File: src/rtl/core/bhc_pkg.sv
`default_nettype none
// ----------------------------------------------------------------------------
// Bucket histogram counter package
// Shared widths, codes and beat types of the bucket histogram counter.
// ----------------------------------------------------------------------------
package bhc_pkg;

  localparam int SAMPLE_W  = 32;
  localparam int FUNC_W    = 2;
  localparam int IDX_W     = 3;
  localparam int HIT_W     = 3;
  localparam int CUM_OUT_W = 32;
  localparam int TOT_OUT_W = 32;
  localparam int SUM_OUT_W = 48;
  localparam int EXT_W     = 64;

  localparam int DEF_NUM_BOUNDS  = 7;
  localparam int DEF_COUNT_WIDTH = 32;
  localparam int DEF_SUM_WIDTH   = 48;

  // Configuration register indexes: bounds sit at 0 upward, the count at 7.
  localparam int CFG_IDX_W = 3;
  localparam logic [CFG_IDX_W-1:0] REG_BUCKETS_IN_USE = 3'd7;
  localparam int CFG_DATA_W = 32;

  // Reported for a sample above every active bound, and the read-all index.
  localparam logic [HIT_W-1:0] HIT_NONE  = 3'd7;
  localparam logic [IDX_W-1:0] IDX_TOTAL = 3'd7;

  typedef enum logic [FUNC_W-1:0] {
    FUNC_OBSERVE = 2'd0,
    FUNC_READ    = 2'd1,
    FUNC_CLEAR   = 2'd2
  } func_t;

  typedef struct packed {
    logic [FUNC_W-1:0]          func;
    logic signed [SAMPLE_W-1:0] sample;
    logic [IDX_W-1:0]           bucket_index;
  } item_t;

  typedef struct packed {
    logic             found;
    logic [HIT_W-1:0] bucket;
  } hit_t;

  typedef struct packed {
    logic [HIT_W-1:0]            bucket_hit;
    logic [CUM_OUT_W-1:0]        cumulative_count;
    logic [TOT_OUT_W-1:0]        total_count;
    logic signed [SUM_OUT_W-1:0] sample_sum;
  } result_t;

endpackage
`default_nettype wire

File: src/rtl/core/bhc_in_if.sv
`default_nettype none
// ----------------------------------------------------------------------------
// Bucket histogram input channel
// Valid/ready channel that carries one operation beat.
// ----------------------------------------------------------------------------
interface bhc_in_if import bhc_pkg::*; ();
  logic                       valid;
  logic                       ready;
  logic [FUNC_W-1:0]          func;
  logic signed [SAMPLE_W-1:0] sample;
  logic [IDX_W-1:0]           bucket_index;

  modport source(output valid, func, sample, bucket_index, input ready);
  modport sink(input valid, func, sample, bucket_index, output ready);
endinterface
`default_nettype wire

File: src/rtl/core/bhc_out_if.sv
`default_nettype none
// ----------------------------------------------------------------------------
// Bucket histogram result channel
// Valid/ready channel that carries one result beat.
// ----------------------------------------------------------------------------
interface bhc_out_if import bhc_pkg::*; ();
  logic                        valid;
  logic                        ready;
  logic [HIT_W-1:0]            bucket_hit;
  logic [CUM_OUT_W-1:0]        cumulative_count;
  logic [TOT_OUT_W-1:0]        total_count;
  logic signed [SUM_OUT_W-1:0] sample_sum;

  modport source(output valid, bucket_hit, cumulative_count, total_count, sample_sum,
                 input ready);
  modport sink(input valid, bucket_hit, cumulative_count, total_count, sample_sum,
               output ready);
endinterface
`default_nettype wire

File: src/rtl/core/bucket_histogram_counter_core.sv
`default_nettype none
// A result beat passes through the input register and then the result register.
// Throughput: one item per cycle; the input register hands to the result
// register whenever that register is empty or being drained in the same cycle.
// The state update and result come from the comparators and adders between them.
// Reset clears all counters, the sum, the bounds, buckets_in_use and both valids.
// ----------------------------------------------------------------------------
// Bucket histogram counter core
// Histogram of Q16.16 samples against configurable upper bounds, with
// saturating bucket counters, total count and running sum.
// ----------------------------------------------------------------------------
module bucket_histogram_counter_core import bhc_pkg::*; #(
  parameter int NUM_BOUNDS  = DEF_NUM_BOUNDS,
  parameter int COUNT_WIDTH = DEF_COUNT_WIDTH,
  parameter int SUM_WIDTH   = DEF_SUM_WIDTH
) (
  input  logic                  clk,
  input  logic                  rst_n,
  bhc_in_if.sink                in_ch,
  bhc_out_if.source             out_ch,
  input  logic                  cfg_we,
  input  logic [CFG_IDX_W-1:0]  cfg_index,
  input  logic [CFG_DATA_W-1:0] cfg_wdata
);

  logic signed [SAMPLE_W-1:0] bounds_r [NUM_BOUNDS];
  logic [IDX_W-1:0]           in_use_r;
  logic [IDX_W-1:0]           n_active;

  logic    s0_valid_r;
  logic    s0_valid_nxt;
  item_t   s0_item_r;
  logic    out_valid_r;
  logic    out_valid_nxt;
  result_t out_r;
  result_t result;
  hit_t    hit;
  logic    in_fire;
  logic    advance;

  // Configuration registers.
  always_ff @(posedge clk) begin
    if (!rst_n) begin
      for (int i = 0; i < NUM_BOUNDS; i++) begin
        bounds_r[i] <= '0;
      end
      in_use_r <= '0;
    end else if (cfg_we) begin
      if (cfg_index == REG_BUCKETS_IN_USE) begin
        in_use_r <= cfg_wdata[IDX_W-1:0];
      end
      for (int i = 0; i < NUM_BOUNDS; i++) begin
        if (cfg_index == CFG_IDX_W'(i)) begin
          bounds_r[i] <= cfg_wdata;
        end
      end
    end
  end

  assign n_active = (in_use_r > IDX_W'(NUM_BOUNDS)) ? IDX_W'(NUM_BOUNDS) : in_use_r;

  // Handshake: the input register moves on whenever the result register frees.
  assign advance     = s0_valid_r && (!out_valid_r || out_ch.ready);
  assign in_ch.ready = !s0_valid_r || !out_valid_r || out_ch.ready;
  assign in_fire     = in_ch.valid && in_ch.ready;

  always_comb begin
    s0_valid_nxt = s0_valid_r;
    if (in_fire) begin
      s0_valid_nxt = 1'b1;
    end else if (advance) begin
      s0_valid_nxt = 1'b0;
    end
    out_valid_nxt = out_valid_r;
    if (advance) begin
      out_valid_nxt = 1'b1;
    end else if (out_ch.ready) begin
      out_valid_nxt = 1'b0;
    end
  end

  always_ff @(posedge clk) begin
    if (!rst_n) begin
      s0_valid_r  <= 1'b0;
      out_valid_r <= 1'b0;
    end else begin
      s0_valid_r  <= s0_valid_nxt;
      out_valid_r <= out_valid_nxt;
    end
  end

  always_ff @(posedge clk) begin
    if (in_fire) begin
      s0_item_r.func         <= in_ch.func;
      s0_item_r.sample       <= in_ch.sample;
      s0_item_r.bucket_index <= in_ch.bucket_index;
    end
    if (advance) begin
      out_r <= result;
    end
  end

  bhc_bucket_search #(
    .NUM_BOUNDS(NUM_BOUNDS)
  ) u_search (
    .bounds  (bounds_r),
    .n_active(n_active),
    .sample  (s0_item_r.sample),
    .hit     (hit)
  );

  bhc_stat_state #(
    .NUM_BOUNDS (NUM_BOUNDS),
    .COUNT_WIDTH(COUNT_WIDTH),
    .SUM_WIDTH  (SUM_WIDTH)
  ) u_state (
    .clk     (clk),
    .rst_n   (rst_n),
    .step_en (advance),
    .item    (s0_item_r),
    .hit     (hit),
    .n_active(n_active),
    .result  (result)
  );

  assign out_ch.valid            = out_valid_r;
  assign out_ch.bucket_hit       = out_r.bucket_hit;
  assign out_ch.cumulative_count = out_r.cumulative_count;
  assign out_ch.total_count      = out_r.total_count;
  assign out_ch.sample_sum       = out_r.sample_sum;

endmodule
`default_nettype wire

File: src/rtl/core/bhc_bucket_search.sv
`default_nettype none
// ----------------------------------------------------------------------------
// Bucket search
// Parallel bound comparators feeding a priority encoder.
// ----------------------------------------------------------------------------
module bhc_bucket_search import bhc_pkg::*; #(
  parameter int NUM_BOUNDS = DEF_NUM_BOUNDS
) (
  input  logic signed [SAMPLE_W-1:0] bounds [NUM_BOUNDS],
  input  logic [IDX_W-1:0]           n_active,
  input  logic signed [SAMPLE_W-1:0] sample,
  output hit_t                       hit
);

  // The lowest-numbered active bound that is not below the sample wins.
  always_comb begin
    hit.found  = 1'b0;
    hit.bucket = HIT_NONE;
    for (int i = NUM_BOUNDS - 1; i >= 0; i--) begin
      if ((IDX_W'(i) < n_active) && (bounds[i] >= sample)) begin
        hit.found  = 1'b1;
        hit.bucket = HIT_W'(i);
      end
    end
  end

endmodule
`default_nettype wire

File: src/rtl/core/bhc_stat_state.sv
`default_nettype none
// ----------------------------------------------------------------------------
// Histogram statistics state
// Bucket counters, total count and running sum with saturating updates,
// plus the cumulative read and the result beat formatting.
// ----------------------------------------------------------------------------
module bhc_stat_state import bhc_pkg::*; #(
  parameter int NUM_BOUNDS  = DEF_NUM_BOUNDS,
  parameter int COUNT_WIDTH = DEF_COUNT_WIDTH,
  parameter int SUM_WIDTH   = DEF_SUM_WIDTH
) (
  input  logic             clk,
  input  logic             rst_n,
  input  logic             step_en,
  input  item_t            item,
  input  hit_t             hit,
  input  logic [IDX_W-1:0] n_active,
  output result_t          result
);

  localparam int ACC_W = COUNT_WIDTH + 3;
  localparam int SW1   = SUM_WIDTH + 1;
  localparam logic signed [SUM_WIDTH-1:0] SUM_MAX = {1'b0, {(SUM_WIDTH-1){1'b1}}};
  localparam logic signed [SUM_WIDTH-1:0] SUM_MIN = {1'b1, {(SUM_WIDTH-1){1'b0}}};

  logic [COUNT_WIDTH-1:0]        count_r [NUM_BOUNDS];
  logic [COUNT_WIDTH-1:0]        total_r;
  logic [COUNT_WIDTH-1:0]        total_nxt;
  logic signed [SUM_WIDTH-1:0]   sum_r;
  logic signed [SUM_WIDTH-1:0]   sum_nxt;
  logic signed [SW1-1:0]         sum_wide;
  logic [ACC_W-1:0]              cum_acc;
  logic [COUNT_WIDTH-1:0]        cum_sat;
  logic [COUNT_WIDTH-1:0]        cum_val;
  logic [EXT_W-1:0]              cum_ext;
  logic [EXT_W-1:0]              total_cur_ext;
  logic [EXT_W-1:0]              total_nxt_ext;
  logic signed [EXT_W-1:0]       sum_cur_ext;
  logic signed [EXT_W-1:0]       sum_nxt_ext;
  logic                          is_observe;
  logic                          is_clear;

  assign is_observe = step_en && (item.func == FUNC_OBSERVE);
  assign is_clear   = step_en && (item.func == FUNC_CLEAR);

  assign total_nxt = (&total_r) ? total_r : total_r + COUNT_WIDTH'(1);

  // One extra bit shows whether the signed add left the sum's range.
  always_comb begin
    sum_wide = SW1'(sum_r) + SW1'(item.sample);
    if (sum_wide[SW1-1] != sum_wide[SW1-2]) begin
      sum_nxt = sum_wide[SW1-1] ? SUM_MIN : SUM_MAX;
    end else begin
      sum_nxt = sum_wide[SUM_WIDTH-1:0];
    end
  end

  always_ff @(posedge clk) begin
    if (!rst_n || is_clear) begin
      for (int i = 0; i < NUM_BOUNDS; i++) begin
        count_r[i] <= '0;
      end
      total_r <= '0;
      sum_r   <= '0;
    end else if (is_observe) begin
      for (int i = 0; i < NUM_BOUNDS; i++) begin
        if (hit.found && (hit.bucket == HIT_W'(i)) && !(&count_r[i])) begin
          count_r[i] <= count_r[i] + COUNT_WIDTH'(1);
        end
      end
      total_r <= total_nxt;
      sum_r   <= sum_nxt;
    end
  end

  // Counters are never negative, so one clamp after a wide add matches
  // saturating after every step.
  always_comb begin
    cum_acc = '0;
    for (int i = 0; i < NUM_BOUNDS; i++) begin
      if (IDX_W'(i) <= item.bucket_index) begin
        cum_acc = cum_acc + ACC_W'(count_r[i]);
      end
    end
    cum_sat = (|cum_acc[ACC_W-1:COUNT_WIDTH]) ? '1 : cum_acc[COUNT_WIDTH-1:0];
    if ((item.bucket_index == IDX_TOTAL) || (item.bucket_index >= n_active)) begin
      cum_val = total_r;
    end else begin
      cum_val = cum_sat;
    end
  end

  assign cum_ext       = EXT_W'(cum_val);
  assign total_cur_ext = EXT_W'(total_r);
  assign total_nxt_ext = EXT_W'(total_nxt);
  assign sum_cur_ext   = EXT_W'(sum_r);
  assign sum_nxt_ext   = EXT_W'(sum_nxt);

  always_comb begin
    result.bucket_hit       = '0;
    result.cumulative_count = '0;
    result.total_count      = total_cur_ext[TOT_OUT_W-1:0];
    result.sample_sum       = sum_cur_ext[SUM_OUT_W-1:0];
    case (item.func)
      FUNC_OBSERVE: begin
        result.bucket_hit  = hit.bucket;
        result.total_count = total_nxt_ext[TOT_OUT_W-1:0];
        result.sample_sum  = sum_nxt_ext[SUM_OUT_W-1:0];
      end
      FUNC_READ: begin
        result.cumulative_count = cum_ext[CUM_OUT_W-1:0];
      end
      FUNC_CLEAR: begin
        result.total_count = '0;
        result.sample_sum  = '0;
      end
      default: begin
        result.bucket_hit = '0;
      end
    endcase
  end

endmodule
`default_nettype wire

File: src/flat_wrapper.sv
// flat-port wrapper written by rule: the top's interface ports become plain ports
module bucket_histogram_counter_core_flat import bhc_pkg::*;
#(
  parameter int NUM_BOUNDS  = DEF_NUM_BOUNDS,
  parameter int COUNT_WIDTH = DEF_COUNT_WIDTH,
  parameter int SUM_WIDTH   = DEF_SUM_WIDTH
)
  (clk, rst_n, cfg_we, cfg_index, cfg_wdata, in_ch_valid, in_ch_func, in_ch_sample, in_ch_bucket_index, in_ch_ready, out_ch_valid, out_ch_bucket_hit, out_ch_cumulative_count, out_ch_total_count, out_ch_sample_sum, out_ch_ready);
  bhc_in_if in_ch_i ();
  bhc_out_if out_ch_i ();
  input  logic clk;
  input  logic rst_n;
  input  logic cfg_we;
  input  logic [CFG_IDX_W-1:0] cfg_index;
  input  logic [CFG_DATA_W-1:0] cfg_wdata;
  input wire logic [$bits(in_ch_i.valid)-1:0] in_ch_valid;
  input wire logic [$bits(in_ch_i.func)-1:0] in_ch_func;
  input wire logic [$bits(in_ch_i.sample)-1:0] in_ch_sample;
  input wire logic [$bits(in_ch_i.bucket_index)-1:0] in_ch_bucket_index;
  output wire logic [$bits(in_ch_i.ready)-1:0] in_ch_ready;
  output wire logic [$bits(out_ch_i.valid)-1:0] out_ch_valid;
  output wire logic [$bits(out_ch_i.bucket_hit)-1:0] out_ch_bucket_hit;
  output wire logic [$bits(out_ch_i.cumulative_count)-1:0] out_ch_cumulative_count;
  output wire logic [$bits(out_ch_i.total_count)-1:0] out_ch_total_count;
  output wire logic [$bits(out_ch_i.sample_sum)-1:0] out_ch_sample_sum;
  input wire logic [$bits(out_ch_i.ready)-1:0] out_ch_ready;
  assign in_ch_i.valid = in_ch_valid;
  assign in_ch_i.func = in_ch_func;
  assign in_ch_i.sample = in_ch_sample;
  assign in_ch_i.bucket_index = in_ch_bucket_index;
  assign in_ch_ready = in_ch_i.ready;
  assign out_ch_valid = out_ch_i.valid;
  assign out_ch_bucket_hit = out_ch_i.bucket_hit;
  assign out_ch_cumulative_count = out_ch_i.cumulative_count;
  assign out_ch_total_count = out_ch_i.total_count;
  assign out_ch_sample_sum = out_ch_i.sample_sum;
  assign out_ch_i.ready = out_ch_ready;
  bucket_histogram_counter_core #(.NUM_BOUNDS(NUM_BOUNDS), .COUNT_WIDTH(COUNT_WIDTH), .SUM_WIDTH(SUM_WIDTH)) u_core (.clk(clk), .rst_n(rst_n), .in_ch(in_ch_i), .out_ch(out_ch_i), .cfg_we(cfg_we), .cfg_index(cfg_index), .cfg_wdata(cfg_wdata));
endmodule
File: config.mk
export PLATFORM = sky130hd
export DESIGN_NAME = bucket_histogram_counter_core_flat
export DESIGN_NICKNAME = d
export VERILOG_FILES = /design/src/rtl/core/bhc_pkg.sv /design/src/rtl/core/bhc_in_if.sv /design/src/rtl/core/bhc_out_if.sv /design/src/rtl/core/bucket_histogram_counter_core.sv /design/src/rtl/core/bhc_bucket_search.sv /design/src/rtl/core/bhc_stat_state.sv /design/src/flat_wrapper.sv
export SDC_FILE = /design/constraint.sdc
export NUM_CORES = 2
export LEC_CHECK = 0
export ABC_AREA = 0
export BUFFER_PORTS_ARGS = -buffer_cell sky130_fd_sc_hd__buf_4
export CAP_MARGIN = 15
export CORE_ASPECT_RATIO = 1.25
export CORE_MARGIN = 3
export CORE_UTILIZATION = 30
export CTS_BUF_LIST = sky130_fd_sc_hd__clkbuf_4
export DETAILED_ROUTE_END_ITERATION = 10
export PLACE_DENSITY = 0.48
export SLEW_MARGIN = 30
export SYNTH_ARGS = -nofsm -noshare
export SYNTH_HDL_FRONTEND = slang
export SYNTH_HIERARCHICAL = 1
export SYNTH_SLANG_ARGS = --single-unit
File: constraint.sdc
create_clock -name clk -period 10.55 [get_ports clk]
set_clock_uncertainty 0.1 [all_clocks]
set_input_delay 1.055 -clock clk [delete_from_list [all_inputs] [get_ports clk]]
set_output_delay 1.055 -clock clk [all_outputs]
set_load 0.02 [all_outputs]
==> results.yml <==
setup_path:
  cpPeakStageDelay_ns: 0.43
  reg2reg_to: "u_core/out_ch.cumulative_count[14]"
  crit_path_end_kind: "register"
  worstPathRequired_ns: 11.40
  arrival_ns: 12.16
  critPathSlowestCell: "edfxtp_1"
  reg2reg_from: "u_core/u_state/count_r[1][1]"
  crit_type: "reg2reg"
  cp.buffers_inverters: 7
  critPathMaxFanout: 8
  crit_top_cell: "a21o_1"
  crit_family: "compound AO/OA/AOI/OAI gates"
  start_kind: "register"
  r2r_slack_ns: -0.76
  ff2ff_path_depth: 61
route:
  first_iter_violations: 2511
  num_vias: 44240
  drt-total-wl_um: 169500
  dr_wl_met2_um: 82530
  topRoutingLayerUsed: "met5"
  avgViaCountPerCell: 5.033
  wl_met1_um: 74280
  drc: 0
  post_drt_wl_per_cell_um: 19.28
  route.met3.wl_um: 6819
  first_pass_iters: 5
  drtAntennaViolNets: 0
sta:
  rsz0062_at_grt: "true"
  setup_slack_ns: -0.7575
  max_freq_mhz: 88.44
  setup_violations: 32
  period_needed_ns: 11.31
  drv_slew: 0
  slew_headroom: 0.3190
  setup-tns-final_ns: -22.75
  timing.final.crit_share: 1.072
  finalHoldViolations: 0
  tightest_slew_ns: 1.021
synth:
  netlist_top_cells_area: "edfxtp_1 (23%), dfxtp_1 (13%), ha_1 (12%), nand2_1 (5.3%), mux2i_1 (5.0%)"
  yosysTopAreaCellShare: 0.2310
  ys.flop_type: "edfxtp_1"
  yosysUniqueCellTypes: 104
  seq_area_frac_synth: 0.3576
  syn_inst: 5568
  synth_warnings: 6
  synth_top_area_cell: "edfxtp_1"
  synth_async_sr_flop_share: 0
  avgSynthCellArea_um2: 8.777
  synth-seq-cells: 685
  synth_edf_count: 376
  synth_fp_nets: 6126
  synth_area_um2: 48870
floorplanning:
  std_cell_rows: 165
  core-area_um2: 161900
  die_x_um: 367
  io_pins: 194
  dieArea_um2: 167800
  start_util: 0.3019
  die_h_um: 457.3
clock_tree:
  clockBufferDepth: 3
  cts_root_buf: "clkbuf_4"
  cts_sinks: 685
  htreeDepth: 4
  cts_tree: "done"
  cts.reportedPaths.clkPinSlew_ns: 0.07
  clock_latency_ns: 1.24
  cts_buffers: 191
layout:
  nets: 7014
  syn2layout_area_growth_pct: 26.02
  fillers: 16790
  fin_area_um2: 61590
  drive_above_1_share: 0.2289
  stdcell_count: 8790
worst_hold_path:
  hold_depth: 3
  hold_path_class: "in2reg"
  holdCritStartpoint: "cfg_wdata[10]"
  worstHoldEndpoint: "u_core/bounds_r[202]"
global_route:
  grt_pass1_wl_um: 258900
  grt_pass1_vias: 44010
  antenna_found_initial: 7
  grt_util_all_layers: 0.1966
  grt_max_degree: 82
  grt_overflow: 0
placement:
  dp_hpwl_um: 126300
  place_area_um2: 57400
  port_buffers: 193
  placedCellCount: 8349
  place_congestion: 0.8739
run_status:
  status: "complete, but fails checks"
  violations: "setup timing"
power:
  p_leak_nw: 26.91
  power_mw: 10.36
  power-per-cell-area_nw_per_um2: 168.2
  vdd_drop_max_mv: 0.1174
flow_run:
  max_cap_viol_count: 0
## tightest hold or removal path: cells and delay by family
| family | cells | cell delay (ns) |
|---|---|---|
| AND/OR/NAND/NOR | 1 | 0.19 |
| buffers and inverters | 1 | 0.08 |
| multiplexers | 1 | 0.18 |
## layout make-up
type	count	area, µm²	area share
timing repair buffer	959	7397	0.1201
inverter	160	600.6	0.009752
clock buffer	282	2117	0.03438
tap	2171	2716	0.04411
multi-input combinational	4459	30870	0.5012
antenna	5	12.51	0.0002032
clock inverter	69	397.9	0.006461
sequential	685	17480	0.2838
## through the flow
step	hold WS, ns	util	setup slack, ns
detailed placement	0.3504	0.3546	-1.255
global placement	0.3449	0.3545	-1.115
floorplan	0.3347	-	-0.09735
finish	0.2167	0.3805	-0.7575
global route	0.1234	0.3805	-1.363
CTS	0.03257	0.3775	-0.7646
## worst max-delay path by stage
| stage | to | slack, ns | cells after the start | startpoint |
|---|---|---|---|---|
| after floorplan | u_core/out_ch.cumulative_count[30] | -0.1 | 59 | u_core/u_state/count_r[0][1] |
| after global placement | u_core/out_ch.cumulative_count[18] | -1.11 | 59 | u_core/u_state/count_r[1][1] |
| after detailed placement | u_core/out_ch.cumulative_count[14] | -1.26 | 58 | u_core/u_state/count_r[1][1] |
| after CTS | u_core/out_ch.cumulative_count[29] | -0.76 | 63 | u_core/u_state/count_r[1][1] |
| after global routing | u_core/out_ch.cumulative_count[14] | -1.36 | 59 | u_core/u_state/count_r[1][1] |
| final | u_core/out_ch.cumulative_count[14] | -0.76 | 61 | u_core/u_state/count_r[1][1] |
## registers in the layout, indices dropped and copies added (netlist names)
| signal | cells |
|---|---|
| u_core/bounds_r | 224 |
| u_core/u_state/total_r | 32 |
| u_core/out_ch.valid | 1 |
| u_core/s0_valid_r | 1 |
| u_core/out_ch.sample_sum | 48 |
| u_core/out_ch.total_count | 32 |
| u_core/s0_item_r | 37 |
| u_core/in_use_r | 3 |
| u_core/out_ch.bucket_hit | 3 |
| u_core/out_ch.cumulative_count | 32 |
| u_core/u_state/count_r | 224 |
| u_core/u_state/sum_r | 48 |
## per-layer routing
layer | up-vias | track usage
li1 | 21930 | -
met1 | 21140 | 0.2435
met2 | 893 | 0.3437
met3 | 280 | 0.02935
met4 | 4 | 0.07329
met5 | - | 0
## layout by cell type, fill, tap and decap left out, drive strengths merged, types with 80 or more instances in the layout
cell type	instances
buf	918
nand4	85
nand2	686
and3	80
xor2	214
nor2	588
a21oi	452
a21o	137
ha	474
inv	167
edfxtp	376
o21ai	414
xnor2	225
dfxtp	309
mux2i	247
nand3	175
clkbuf	284
## cell usage after synthesis, drive strengths merged (13+ instances only)
master and n:
nand2b 44, a21oi 452, and2 31, or2 13, o21ai 414, o31ai 27
a31oi 43, and3 80, nand4 85, xor2 214, nor2 588, a22o 23
buf 51, nand2 686, xnor2 225, o21bai 30, and4 20, nor2b 50
nand3 175, o31a 14, a21o 137, nor4 21, nor3 47, inv 160
mux2i 247, or3 31, ha 474, o21a 37, mux2 21, clkbuf 213
edfxtp 376, o211ai 19, a211oi 45, dfxtp 309
## power breakdown
part	switching (mW)	internal [mW]	leakage, nW
logic	2.40	2.38	19.1
clock network	1.28	1.27	1.49
registers	0.110	2.92	6.28
## logic make-up (layout without fill, tap and decap cells)
kind of cell,Yosys count,count (layout),synth area share
fa+ha+maj,482,482,0.1244
flops,685,685,0.3576
other cells,0,5,0
buf+inv,424,1470,0.03497
xor+xnor,439,439,0.07898
compound gates,1367,1367,0.1719
mux,269,269,0.05622
simple gates,1902,1902,0.1759
## what timing repair did
action                                  4_1_cts  5_1_grt
gates cloned                                  2        1
endpoints found under the hold margin        39        0
endpoints found under the setup margin       32       32
pin swaps                                    71       59
setup buffers                                32       14
hold buffers                                 39        0
resized for setup                           123       76
Note: power is estimated with default switching activity, not from simulation.
